==> src/stack_calculator_execute_macros.svh <==
// ----------------------------------------------------------------------------
// Assertion macros for the stack calculator
// Clocked on clk, disabled while arst_n is low.
// ----------------------------------------------------------------------------
`ifndef STACK_CALCULATOR_EXECUTE_MACROS_SVH
`define STACK_CALCULATOR_EXECUTE_MACROS_SVH

// Same-cycle implication
`define SCALC_ASSERT_NOW(label, ante, cons, msg) \
	label: assert property (@(posedge clk) disable iff (!arst_n) (ante) |-> (cons)) \
		else $error(msg);

// Next-cycle implication
`define SCALC_ASSERT_NEXT(label, ante, cons, msg) \
	label: assert property (@(posedge clk) disable iff (!arst_n) (ante) |=> (cons)) \
		else $error(msg);

`endif

==> src/scalc_pkg.sv <==
// ----------------------------------------------------------------------------
// scalc_pkg
// Opcodes, status codes, sequencer states and Q32.32 helpers.
// ----------------------------------------------------------------------------
package scalc_pkg;

	localparam int STACK_ENTRIES_DEF = 64;
	localparam int DIV_STEPS = 96;

	localparam logic [63:0] Q_ONE = 64'h0000_0001_0000_0000;
	localparam logic [63:0] Q_MAX = 64'h7FFF_FFFF_FFFF_FFFF;
	localparam logic [63:0] Q_MIN = 64'h8000_0000_0000_0000;

	typedef enum logic [3:0] {
		OP_PUSH   = 4'd0,
		OP_POP    = 4'd1,
		OP_DUP    = 4'd2,
		OP_SWAP   = 4'd3,
		OP_CHECK  = 4'd4,
		OP_ADD    = 4'd5,
		OP_SUB    = 4'd6,
		OP_DIV    = 4'd7,
		OP_MUL    = 4'd8,
		OP_CMP_EQ = 4'd9
	} op_t;

	typedef enum logic [2:0] {
		STS_OK          = 3'd0,
		STS_UNDERFLOW   = 3'd1,
		STS_OVERFLOW    = 3'd2,
		STS_DIV_ZERO    = 3'd3,
		STS_ASSERT_FAIL = 3'd4,
		STS_BAD_OP      = 3'd5
	} status_t;

	typedef enum logic [1:0] {
		S_IDLE,
		S_EXEC,
		S_MUL,
		S_DIV
	} state_t;

	// Magnitude of a two's complement value; the most negative value maps to 2^63.
	function automatic logic [63:0] mag64(input logic [63:0] v);
		mag64 = v[63] ? (64'd0 - v) : v;
	endfunction

	// Apply sign to a magnitude, clamping to the Q32.32 range.
	function automatic logic [63:0] sat_sign(input logic neg, input logic big,
			input logic [63:0] mag);
		logic [63:0] lim;
		logic [63:0] m;
		lim = neg ? Q_MIN : Q_MAX;
		m = (big || (mag > lim)) ? lim : mag;
		sat_sign = neg ? (64'd0 - m) : m;
	endfunction

endpackage

==> src/scalc_mul.sv <==
// ----------------------------------------------------------------------------
// scalc_mul
// Saturating Q32.32 multiply from four 32x32 partial products.
// ----------------------------------------------------------------------------
module scalc_mul (
	input  logic        clk,
	input  logic        arst_n,
	input  logic        start,
	input  logic [63:0] a,
	input  logic [63:0] b,
	output logic        done,
	output logic [63:0] result
);
	import scalc_pkg::*;

	logic [63:0]  ua_q, ub_q;
	logic         neg_q;
	logic [2:0]   cnt_q;
	logic         run_q, done_q;
	logic [63:0]  pp_q;
	logic [1:0]   pp_sh_q;
	logic [127:0] acc_q;
	logic [1:0]   k;
	logic [31:0]  half_a, half_b;
	logic [127:0] pp_ext;

	assign k      = cnt_q[1:0];
	assign half_a = k[1] ? ua_q[63:32] : ua_q[31:0];
	assign half_b = k[0] ? ub_q[63:32] : ub_q[31:0];
	assign pp_ext = {64'd0, pp_q} << {pp_sh_q, 5'd0};

	always_ff @(posedge clk or negedge arst_n) begin
		if (!arst_n) begin
			run_q  <= 1'b0;
			done_q <= 1'b0;
			cnt_q  <= '0;
		end else if (start) begin
			run_q  <= 1'b1;
			done_q <= 1'b0;
			cnt_q  <= '0;
		end else if (run_q) begin
			cnt_q <= cnt_q + 3'd1;
			if (cnt_q == 3'd5) begin
				run_q  <= 1'b0;
				done_q <= 1'b1;
			end
		end
	end

	// Products issue on counts 0..3 and accumulate on counts 1..4.
	always_ff @(posedge clk) begin
		if (start) begin
			ua_q  <= mag64(a);
			ub_q  <= mag64(b);
			neg_q <= a[63] ^ b[63];
			acc_q <= '0;
		end else if (run_q) begin
			if (cnt_q < 3'd4) begin
				pp_q    <= half_a * half_b;
				pp_sh_q <= {1'b0, k[1]} + {1'b0, k[0]};
			end
			if (cnt_q >= 3'd1 && cnt_q <= 3'd4) begin
				acc_q <= acc_q + pp_ext;
			end
		end
	end

	assign done   = done_q;
	assign result = sat_sign(neg_q, acc_q[127:96] != 32'd0, acc_q[95:32]);

endmodule

==> config.mk <==
export PLATFORM = sky130hd
export DESIGN_NAME = scalc_mul
export DESIGN_NICKNAME = d
export VERILOG_FILES = /design/src/stack_calculator_execute_macros.svh /design/src/scalc_pkg.sv /design/src/scalc_mul.sv
export SDC_FILE = /design/constraint.sdc
export NUM_CORES = 2
export LEC_CHECK = 0
export ABC_AREA = 1
export BUFFER_PORTS_ARGS = -buffer_cell sky130_fd_sc_hd__buf_2
export CORE_MARGIN = 2
export CORE_UTILIZATION = 50
export CTS_CLUSTER_DIAMETER = 30
export DETAILED_ROUTE_END_ITERATION = 6
export PLACE_DENSITY = 0.66
export SETUP_SLACK_MARGIN = 0.1
export SLEW_MARGIN = 15
export SYNTH_ARGS = -nofsm -noshare
export SYNTH_HDL_FRONTEND = slang
export SYNTH_SLANG_ARGS = --single-unit
==> constraint.sdc <==
create_clock -name clk -period 20.9 [get_ports clk]
set_clock_uncertainty 0.1 [all_clocks]
set_input_delay 2.09 -clock clk [delete_from_list [all_inputs] [get_ports clk]]
set_output_delay 2.09 -clock clk [all_outputs]
set_load 0.005 [all_outputs]
==> run metrics <==
crit path launch type=flop; Residual DRC=0; Slew headroom=0.164; Design Area, Final=68900 um^2; part of the Yosys area used for sequential elements=0.136; CTS tree=built; min Tclk post-route=10.63 ns; clock tree root driver cell=clkbuf_16; synthesized area=62800 um^2; initial antenna violation count=5; buffer depth of the longest clock path=3; total die area=128000 um^2; final antenna-violating net count=0; Cell Area, Placed=65600 um^2; Worst-Skew Late Latency=0.72 ns; dpl hpwl=220 mm; via count=59300; most used cell, CP=fa_1; DR pass1 iterations=7; IO buf count=195; required time of the critical path=21.22 ns; status=finished clean; GPL Wtd Cong=1.11; TritonCTS Sinks=328; post-CTS setup buffers=0; Largest stage delay, worst path=0.94 ns; DR WL/cell=26.0 um; top achievable clock speed=94.1 MHz; Fin Setup TNS=0 ns; Crit. End Element=flop; fin crit share=0.508; H-tree Lvls=3; core area=124000 um^2; share of layout cells above drive strength 1=0.0818; Final Hold Viols=0; max_cap viols=0; Worst Path Arrival=10.94 ns; starting density of the core=0.506; synth-to-layout area growth=9.74%; hold buffers post-CTS=0; Crit-path slowest cell=dfrtp_2; Pins Over Slew Limit=0; Netlist cell types=67; fin nets=10100; Yosys reg bits=328; Die Ht=358 um; syn nets=9973; CP max FO=38; # resized after CTS=0; Final Setup Violations=0; first-pass GRT wire length=388 mm; DR vias/cell=5.75; initial DRC count=5548; RSZ-0062 raised after global routing=no; synth warn=0; Detailed Route WL=268 mm; largest net degree at the start of global routing=158; HP Class=reg -> reg; number of global-route vias before repair=59800; crit path kind=reg -> reg; CTS buffer count=90; GR Overflow Total=0; CTS clk-pin slew, worst paths=0.05 ns; Die W=358 um; commonest non-fill, non-tap cell in the layout=inv_1; syn avg cell area=7.40 um^2; site row count=129; GR Util All Layers=0.418; most frequent cells in the layout=1651 x inv_1, 1489 x nor2_1, 1303 x nand2_1, 897 x fa_1, 460 x ha_1; Slew @ Worst Pin=1.24 ns; synthesized instance count=8485; num ports=196
## cell families (layout without fill, tap and decap cells)
family	count (synthesis)	count (layout)	synth area share
mux	2	2	0.000359
fa+ha+maj	1357	1357	0.378
other cells	0	2	0
buf+inv	1965	2160	0.119
flops	328	328	0.136
compound gates	1160	1160	0.101
xor+xnor	279	279	0.0389
simple gates	3394	3394	0.226
## routing by layer
metal  track usage  up-vias  part of all wire
met4         0.392        2              0.12
met3        0.0951     1117             0.089
met2         0.679     3288              0.46
met1         0.453    28300              0.34
li1              -    26600                 -
met5             0        -          0.000052
## cell type report
type                       instances  area (um^2)
multi-input combinational       6192        46900
antenna                            2         5.00
fill                           12000        55200
sequential                       328         8550
tap                             1637         2050
timing repair buffer             303         1810
inverter                        1688         6340
clock buffer                     104         2360
clock inverter                    65          853
## final timing paths
kind / startpoint / end / slack [ns] / depth (start not counted)
hold / removal: acc_q[0] / acc_q[0] / 0.43 / 2
min in group asynchronous: arst_n / cnt_q[0] / 1.11 / 1
hold reg to reg: acc_q[0] / acc_q[0] / 0.43 / 2
setup reg to reg: cnt_q[0] / pp_q[57] / 10.27 / 25
setup / recovery: cnt_q[0] / pp_q[57] / 10.27 / 25
max in group asynchronous: arst_n / cnt_q[1] / 19.38 / 1
## flip-flops by register name, summed over array words and instances (netlist names), 2 cells and up
signal	cells
pp_q	64
cnt_q	3
pp_sh_q	2
ub_q	64
acc_q	128
ua_q	64
## through the flow
| step | hold WS, ns | cells | setup WS [ns] | util |
|---|---|---|---|---|
| final | 0.432 | 10300 | 10.27 | 0.555 |
| after global routing | 0.456 | 10300 | 9.77 | 0.555 |
| after CTS | 0.437 | 10300 | 10.50 | 0.555 |
| after detailed placement | 0.423 | 10100 | 10.49 | 0.529 |
| after global placement | 0.405 | 10100 | 10.62 | 0.529 |
| after floorplan | 0.371 | 8485 | 12.80 | - |
## cell usage after synthesis, drive strengths merged
library cell,number,area share
a211oi,4,0.00048
a21o,18,0.0022
o21a,48,0.0057
a32o,1,0.00016
nand3,289,0.026
dfxtp,128,0.041
xor2,179,0.025
o41ai,2,0.00028
o221ai,6,0.00084
a41oi,1,0.00014
edfxtp,195,0.093
nor3,62,0.0059
clkinv,22,0.0013
dfrtp,5,0.0020
and3,4,0.00040
o311ai,1,0.00014
a2111oi,1,0.00014
o2111ai,13,0.0018
buf,37,0.0038
nand4,55,0.0057
a22o,1,0.00014
nor2,1518,0.093
and2,5,0.00050
nor4,48,0.0051
o21bai,10,0.0012
o211ai,24,0.0029
xnor2,100,0.014
fa,897,0.29
a31oi,47,0.0047
ha,460,0.092
or2,77,0.0077
o31ai,8,0.0010
a221oi,5,0.00070
nand2,1322,0.080
o21ai,511,0.041
inv,1666,0.10
a21oi,440,0.035
nand3b,14,0.0017
a31o,2,0.00028
clkbuf,240,0.014
mux2,2,0.00036
o221a,1,0.00018
a21boi,16,0.0020
## critical path, delay by kind of cell, from the launching register on
| kind | cells | cell delay (ns) |
|---|---|---|
| AO/OA/AOI/OAI | 1 | 0.62 |
| XOR/XNOR | 1 | 0.08 |
| adder cells (fa/ha/maj) | 9 | 4.37 |
| buffers and inverters | 6 | 1.63 |
| flip-flops | 1 | 0.94 |
| AND/OR/NAND/NOR | 8 | 2.48 |
Power is not shown: default switching activity piles up to over one toggle a cycle in this logic, so the estimate is an artifact.
