$ cat config.mk
export PLATFORM = sky130hd
export DESIGN_NAME = scalc_div
export DESIGN_NICKNAME = d
export VERILOG_FILES = /design/src/stack_calculator_execute_macros.svh /design/src/scalc_pkg.sv /design/src/scalc_div.sv
export SDC_FILE = /design/constraint.sdc
export NUM_CORES = 1
export LEC_CHECK = 0
export BUFFER_PORTS_ARGS = -buffer_cell sky130_fd_sc_hd__buf_2
export CORE_ASPECT_RATIO = 0.9
export CORE_UTILIZATION = 35
export CTS_BUF_LIST = sky130_fd_sc_hd__clkbuf_4
export CTS_CLUSTER_DIAMETER = 60
export DETAILED_ROUTE_END_ITERATION = 12
export PLACE_DENSITY = 0.59
export SYNTH_ARGS = -nofsm -noshare
export SYNTH_HDL_FRONTEND = slang
export SYNTH_SLANG_ARGS = --single-unit
$ cat constraint.sdc
create_clock -name clk -period 21.6 [get_ports clk]
set_input_delay 4.32 -clock clk [delete_from_list [all_inputs] [get_ports clk]]
set_output_delay 4.32 -clock clk [all_outputs]
set_load 0.005 [all_outputs]
$ cat src/stack_calculator_execute_macros.svh
// ----------------------------------------------------------------------------
// Assertion macros for the stack calculator
// Clocked on clk, disabled while arst_n is low.
// ----------------------------------------------------------------------------
`ifndef STACK_CALCULATOR_EXECUTE_MACROS_SVH
`define STACK_CALCULATOR_EXECUTE_MACROS_SVH

// Same-cycle implication
`define SCALC_ASSERT_NOW(label, ante, cons, msg) \
	label: assert property (@(posedge clk) disable iff (!arst_n) (ante) |-> (cons)) \
		else $error(msg);

// Next-cycle implication
`define SCALC_ASSERT_NEXT(label, ante, cons, msg) \
	label: assert property (@(posedge clk) disable iff (!arst_n) (ante) |=> (cons)) \
		else $error(msg);

`endif

$ cat src/scalc_pkg.sv
// ----------------------------------------------------------------------------
// scalc_pkg
// Opcodes, status codes, sequencer states and Q32.32 helpers.
// ----------------------------------------------------------------------------
package scalc_pkg;

	localparam int STACK_ENTRIES_DEF = 64;
	localparam int DIV_STEPS = 96;

	localparam logic [63:0] Q_ONE = 64'h0000_0001_0000_0000;
	localparam logic [63:0] Q_MAX = 64'h7FFF_FFFF_FFFF_FFFF;
	localparam logic [63:0] Q_MIN = 64'h8000_0000_0000_0000;

	typedef enum logic [3:0] {
		OP_PUSH   = 4'd0,
		OP_POP    = 4'd1,
		OP_DUP    = 4'd2,
		OP_SWAP   = 4'd3,
		OP_CHECK  = 4'd4,
		OP_ADD    = 4'd5,
		OP_SUB    = 4'd6,
		OP_DIV    = 4'd7,
		OP_MUL    = 4'd8,
		OP_CMP_EQ = 4'd9
	} op_t;

	typedef enum logic [2:0] {
		STS_OK          = 3'd0,
		STS_UNDERFLOW   = 3'd1,
		STS_OVERFLOW    = 3'd2,
		STS_DIV_ZERO    = 3'd3,
		STS_ASSERT_FAIL = 3'd4,
		STS_BAD_OP      = 3'd5
	} status_t;

	typedef enum logic [1:0] {
		S_IDLE,
		S_EXEC,
		S_MUL,
		S_DIV
	} state_t;

	// Magnitude of a two's complement value; the most negative value maps to 2^63.
	function automatic logic [63:0] mag64(input logic [63:0] v);
		mag64 = v[63] ? (64'd0 - v) : v;
	endfunction

	// Apply sign to a magnitude, clamping to the Q32.32 range.
	function automatic logic [63:0] sat_sign(input logic neg, input logic big,
			input logic [63:0] mag);
		logic [63:0] lim;
		logic [63:0] m;
		lim = neg ? Q_MIN : Q_MAX;
		m = (big || (mag > lim)) ? lim : mag;
		sat_sign = neg ? (64'd0 - m) : m;
	endfunction

endpackage

$ cat src/scalc_div.sv
// ----------------------------------------------------------------------------
// scalc_div
// Saturating Q32.32 divide, restoring radix 2, one quotient bit per cycle.
// ----------------------------------------------------------------------------
module scalc_div (
	input  logic        clk,
	input  logic        arst_n,
	input  logic        start,
	input  logic [63:0] a,
	input  logic [63:0] b,
	output logic        done,
	output logic [63:0] result
);
	import scalc_pkg::*;

	localparam int CW = $clog2(DIV_STEPS);

	logic [63:0]   ub_q;
	logic          neg_q;
	logic [95:0]   n_q;
	logic [63:0]   r_q;
	logic [CW-1:0] cnt_q;
	logic          run_q, done_q;
	logic [64:0]   rs, diff;
	logic          ge;

	assign rs   = {r_q, n_q[95]};
	assign ge   = rs >= {1'b0, ub_q};
	assign diff = rs - {1'b0, ub_q};

	always_ff @(posedge clk or negedge arst_n) begin
		if (!arst_n) begin
			run_q  <= 1'b0;
			done_q <= 1'b0;
			cnt_q  <= '0;
		end else if (start) begin
			run_q  <= 1'b1;
			done_q <= 1'b0;
			cnt_q  <= '0;
		end else if (run_q) begin
			cnt_q <= cnt_q + CW'(1);
			if (cnt_q == CW'(DIV_STEPS - 1)) begin
				run_q  <= 1'b0;
				done_q <= 1'b1;
			end
		end
	end

	// Dividend bits shift out the top while quotient bits shift in below.
	always_ff @(posedge clk) begin
		if (start) begin
			ub_q  <= mag64(b);
			neg_q <= a[63] ^ b[63];
			n_q   <= {mag64(a), 32'd0};
			r_q   <= '0;
		end else if (run_q) begin
			r_q <= ge ? diff[63:0] : rs[63:0];
			n_q <= {n_q[94:0], ge};
		end
	end

	assign done   = done_q;
	assign result = sat_sign(neg_q, n_q[95:64] != 32'd0, n_q[63:0]);

endmodule

==> flow_summary.toml <==
[setup_path]
end_kind = "primary output"
crit_required_ns = 17.28
crit_type = "flip-flop to primary output"
r2r_end = "r_q[34]"
cp.arrival_ns = 7.32
startpoint_type = "flip-flop"
crit_path_max_fanout = 97
worstRegToRegCells = 13
timing.rr.start = "ub_q[4]"
reg2reg_slack_ns = 17.04

[power]
power.internal_uw = 856
switching_share_pct = 31.1
peakVddDrop_mv = 0.0279
leakage_nw = 9.28
p_clk_share_pct = 36.3
seqPwrFrac_pct = 43.4
powerDensity_mw_per_mm2 = 57.2
power_switching_uw = 386
pwr-share-comb_pct = 20.3
p_total_mw = 1.24

[timing]
finalSetupTns_ns = 0
worst_pin_slew_ns = 1.17
report.final.slew_viol_count = 0
slew_headroom_pct = 22.1
fin_crit_sh_pct = 53.9
hold_viol_final = 0
period_minus_slack_ns = 11.64
setup_viol_count_final = 0
fin_skew_ns = 0.0666
rsz0062_at_grt = "no"
fmax_mhz = 85.9

[clock_network]
worstSkewPairLatency_ns = 0.78
cts-buffers-inserted = 70
cts_sinks = 234
clk_pin_slew_ns = 0.06
cts-root-buf = "clkbuf_4"
cts_hold_buf = 0
cts_tree = "built"
cts.repair.resized = 0
h-tree-depth = 3
postCtsSetupBuffers = 0
clock_path_buffers = 3

[synth]
synth_cell_types = 79
ys_seq_elements = 234
synth-async-reset-ratio_pct = 3.85
syn_nets = 2617
synthesis.instances = 2353
syn_area_mm2 = 0.0193
ys_warn_count = 0
synth-main-ff-cell = "edfxtp_1"
avgSynthCellArea_um2 = 8.21
synth_edf_count = 129
yosysSeqAreaShare_pct = 31.2

[min_path]
hp-class = "flip-flop to flip-flop"
min-delay-start = "r_q[2]"
hold_path_end = "r_q[2]"
min_path_cells = 2

[placed_design]
port_buffers = 195
hpwl_mm = 41.9
place_inst = 3128
gp_congestion = 0.943

[drt]
num_vias = 18400
ant_nets = 0
vias_per_cell = 5.65
wl_mm = 57.4
dr.pass1.iters = 5
route.detailed.drc = 0
wl_per_cell_um = 17.6
first_iter_violations = 1404

[cells_and_area]
stdcell_count = 3255
fillers = 5543
post-route-util_pct = 39.9
final_cell_mix = "nor2_1, nand2_1, a21oi_1, buf_2, o21ai_0"
num-nets-final = 2759
layout-drive-gt1-share_pct = 14.2
layout_commonest_cell = "nor2_1"
syn2layout_area_growth_pct = 12.5

[global_route]
grt_pass1_vias = 17100
grt_usage_pct = 20.0
grt_remaining_overflow = 0
grt_pass1_wl_mm = 91.6
grt_max_degree = 113
antenna_found_initial = 1

[status]
status = "completed"

[floorplanning]
num_rows = 81
die_width_um = 250
core_mm2 = 0.0544
dieArea_mm2 = 0.0561
io_pins = 196
initial_core_util_pct = 35.5
die_h_um = 225

[run]
cap_violations = 0
## cells in the mapped netlist, types with 7 or more instances
library cell / number / share of area [%]
nand3_1: 42 / 1.1
nor2b_1: 15 / 0.49
nand2_1: 206 / 4.0
nand4_1: 43 / 1.4
o31ai_1: 44 / 1.7
o22ai_1: 12 / 0.39
a21o_1: 45 / 1.7
o211ai_1: 12 / 0.47
or3_1: 37 / 1.2
nand2b_1: 18 / 0.58
a21oi_1: 196 / 5.1
or4_1: 31 / 1.2
inv_1: 109 / 2.1
or2_2: 11 / 0.36
a2bb2oi_1: 8 / 0.36
dfrtp_1: 9 / 1.2
nor3_1: 49 / 1.3
a211oi_1: 57 / 2.2
edfxtp_1: 129 / 20
mux2i_1: 60 / 3.1
and2_1: 7 / 0.23
o21bai_1: 9 / 0.35
a22o_1: 42 / 1.9
clkbuf_1: 118 / 2.3
xnor2_1: 148 / 6.7
dfxtp_1: 96 / 10
o311ai_0: 11 / 0.50
a41oi_1: 9 / 0.41
buf_1: 19 / 0.37
a211o_1: 7 / 0.32
ha_1: 132 / 8.6
xor2_1: 50 / 2.3
a31oi_1: 15 / 0.49
o21ai_0: 161 / 4.2
o41ai_1: 22 / 1.0
nor2_1: 242 / 4.7
nor4_1: 38 / 1.2
## registers in the layout, indices dropped and copies added, names as in the netlist
| name | flops |
|---|---|
| cnt_q | 7 |
| done | 1 |
| n_q | 96 |
| neg_q | 1 |
| r_q | 64 |
| run_q | 1 |
| ub_q | 64 |
## per-stage QoR
stage / hold slack [ns] / area (um^2) / setup WS, ns
floorplan: 0.451 / 19300 / 10.13
global placement: 0.480 / 20800 / 11.08
detailed placement: 0.485 / 20800 / 10.91
CTS: 0.493 / 21700 / 10.05
global route: 0.519 / 21700 / 9.55
finish: 0.489 / 21700 / 9.96
## cell families (layout without fill, tap and decap cells)
| logic type | Yosys count | count (layout) | synth area share (%) |
|---|---|---|---|
| multiplexers | 60 | 60 | 3.11 |
| flip-flops | 234 | 234 | 31.2 |
| other | 0 | 2 | 0 |
| AO/OA/AOI/OAI | 702 | 702 | 23.6 |
| adder cells (fa/ha/maj) | 133 | 133 | 8.66 |
| buffers and inverters | 251 | 446 | 4.91 |
| AND/OR/NAND/NOR | 775 | 775 | 19.6 |
| XOR/XNOR | 198 | 198 | 8.98 |
## how the worst max path moves through the flow
stage	slack (ns)	from	endpoint
6_report	9.96	neg_q	result[48]
2_1_floorplan	10.13	neg_q	result[58]
4_1_cts	10.05	neg_q	result[48]
3_3_place_gp	11.08	neg_q	result[48]
3_5_place_dp	10.91	neg_q	result[48]
5_1_grt	9.55	neg_q	result[48]
## worst max-delay path, stage by stage, from the launching register on
cell and delay, ns:
edfxtp_1 0.35, buf_4 0.81, buf_4 0.55, ha_1 0.23, nor2b_1 0.13, o211ai_1 0.09, a2111o_1 0.37, o211ai_1 0.10
a211o_1 0.18, a211oi_2 0.14, nor3_1 0.77, a21oi_1 0.15, inv_1 0.10, ha_1 0.29, and3_1 0.29, nand2_1 0.14
nor4_1 0.49, nand4_1 0.28, nor4_1 0.28, a211o_1 0.23, xor2_1 0.30, a21oi_1 0.12, buf_2 0.16
## final cells by class
class	instances	area (um^2)	share of cell area, %
Tap cell	705	882	4.06
Inverter	110	413	1.90
Clock buffer	106	796	3.66
Multi-Input combinational cell	1868	12400	56.9
Clock inverter	19	140	0.645
Timing Repair Buffer	211	1100	5.09
Antenna cell	2	5.00	0.0230
Sequential cell	234	6020	27.7
## power groups by stage
| stage | Clock [mW] | Combinational (mW) | Sequential [mW] |
|---|---|---|---|
| 2_1_floorplan | 0 | 0.170 | 0.531 |
| 3_3_place_gp | 0 | 0.244 | 0.546 |
| 3_5_place_dp | 0 | 0.250 | 0.547 |
| 4_1_cts | 0.471 | 0.251 | 0.537 |
| 5_1_grt | 0.493 | 0.281 | 0.542 |
| 6_report | 0.451 | 0.252 | 0.539 |
## layer usage
layer	part of all wire [%]	GRT usage (%)	vias up	routed length (um)
met5	0	0	-	0
met4	1.9	6.63	0	1110
met3	5.3	3.07	82	3060
met2	44	31.2	534	25500
met1	48	28.2	8771	27800
li1	-	-	9002	-
Power figures use the tool's default switching activity.
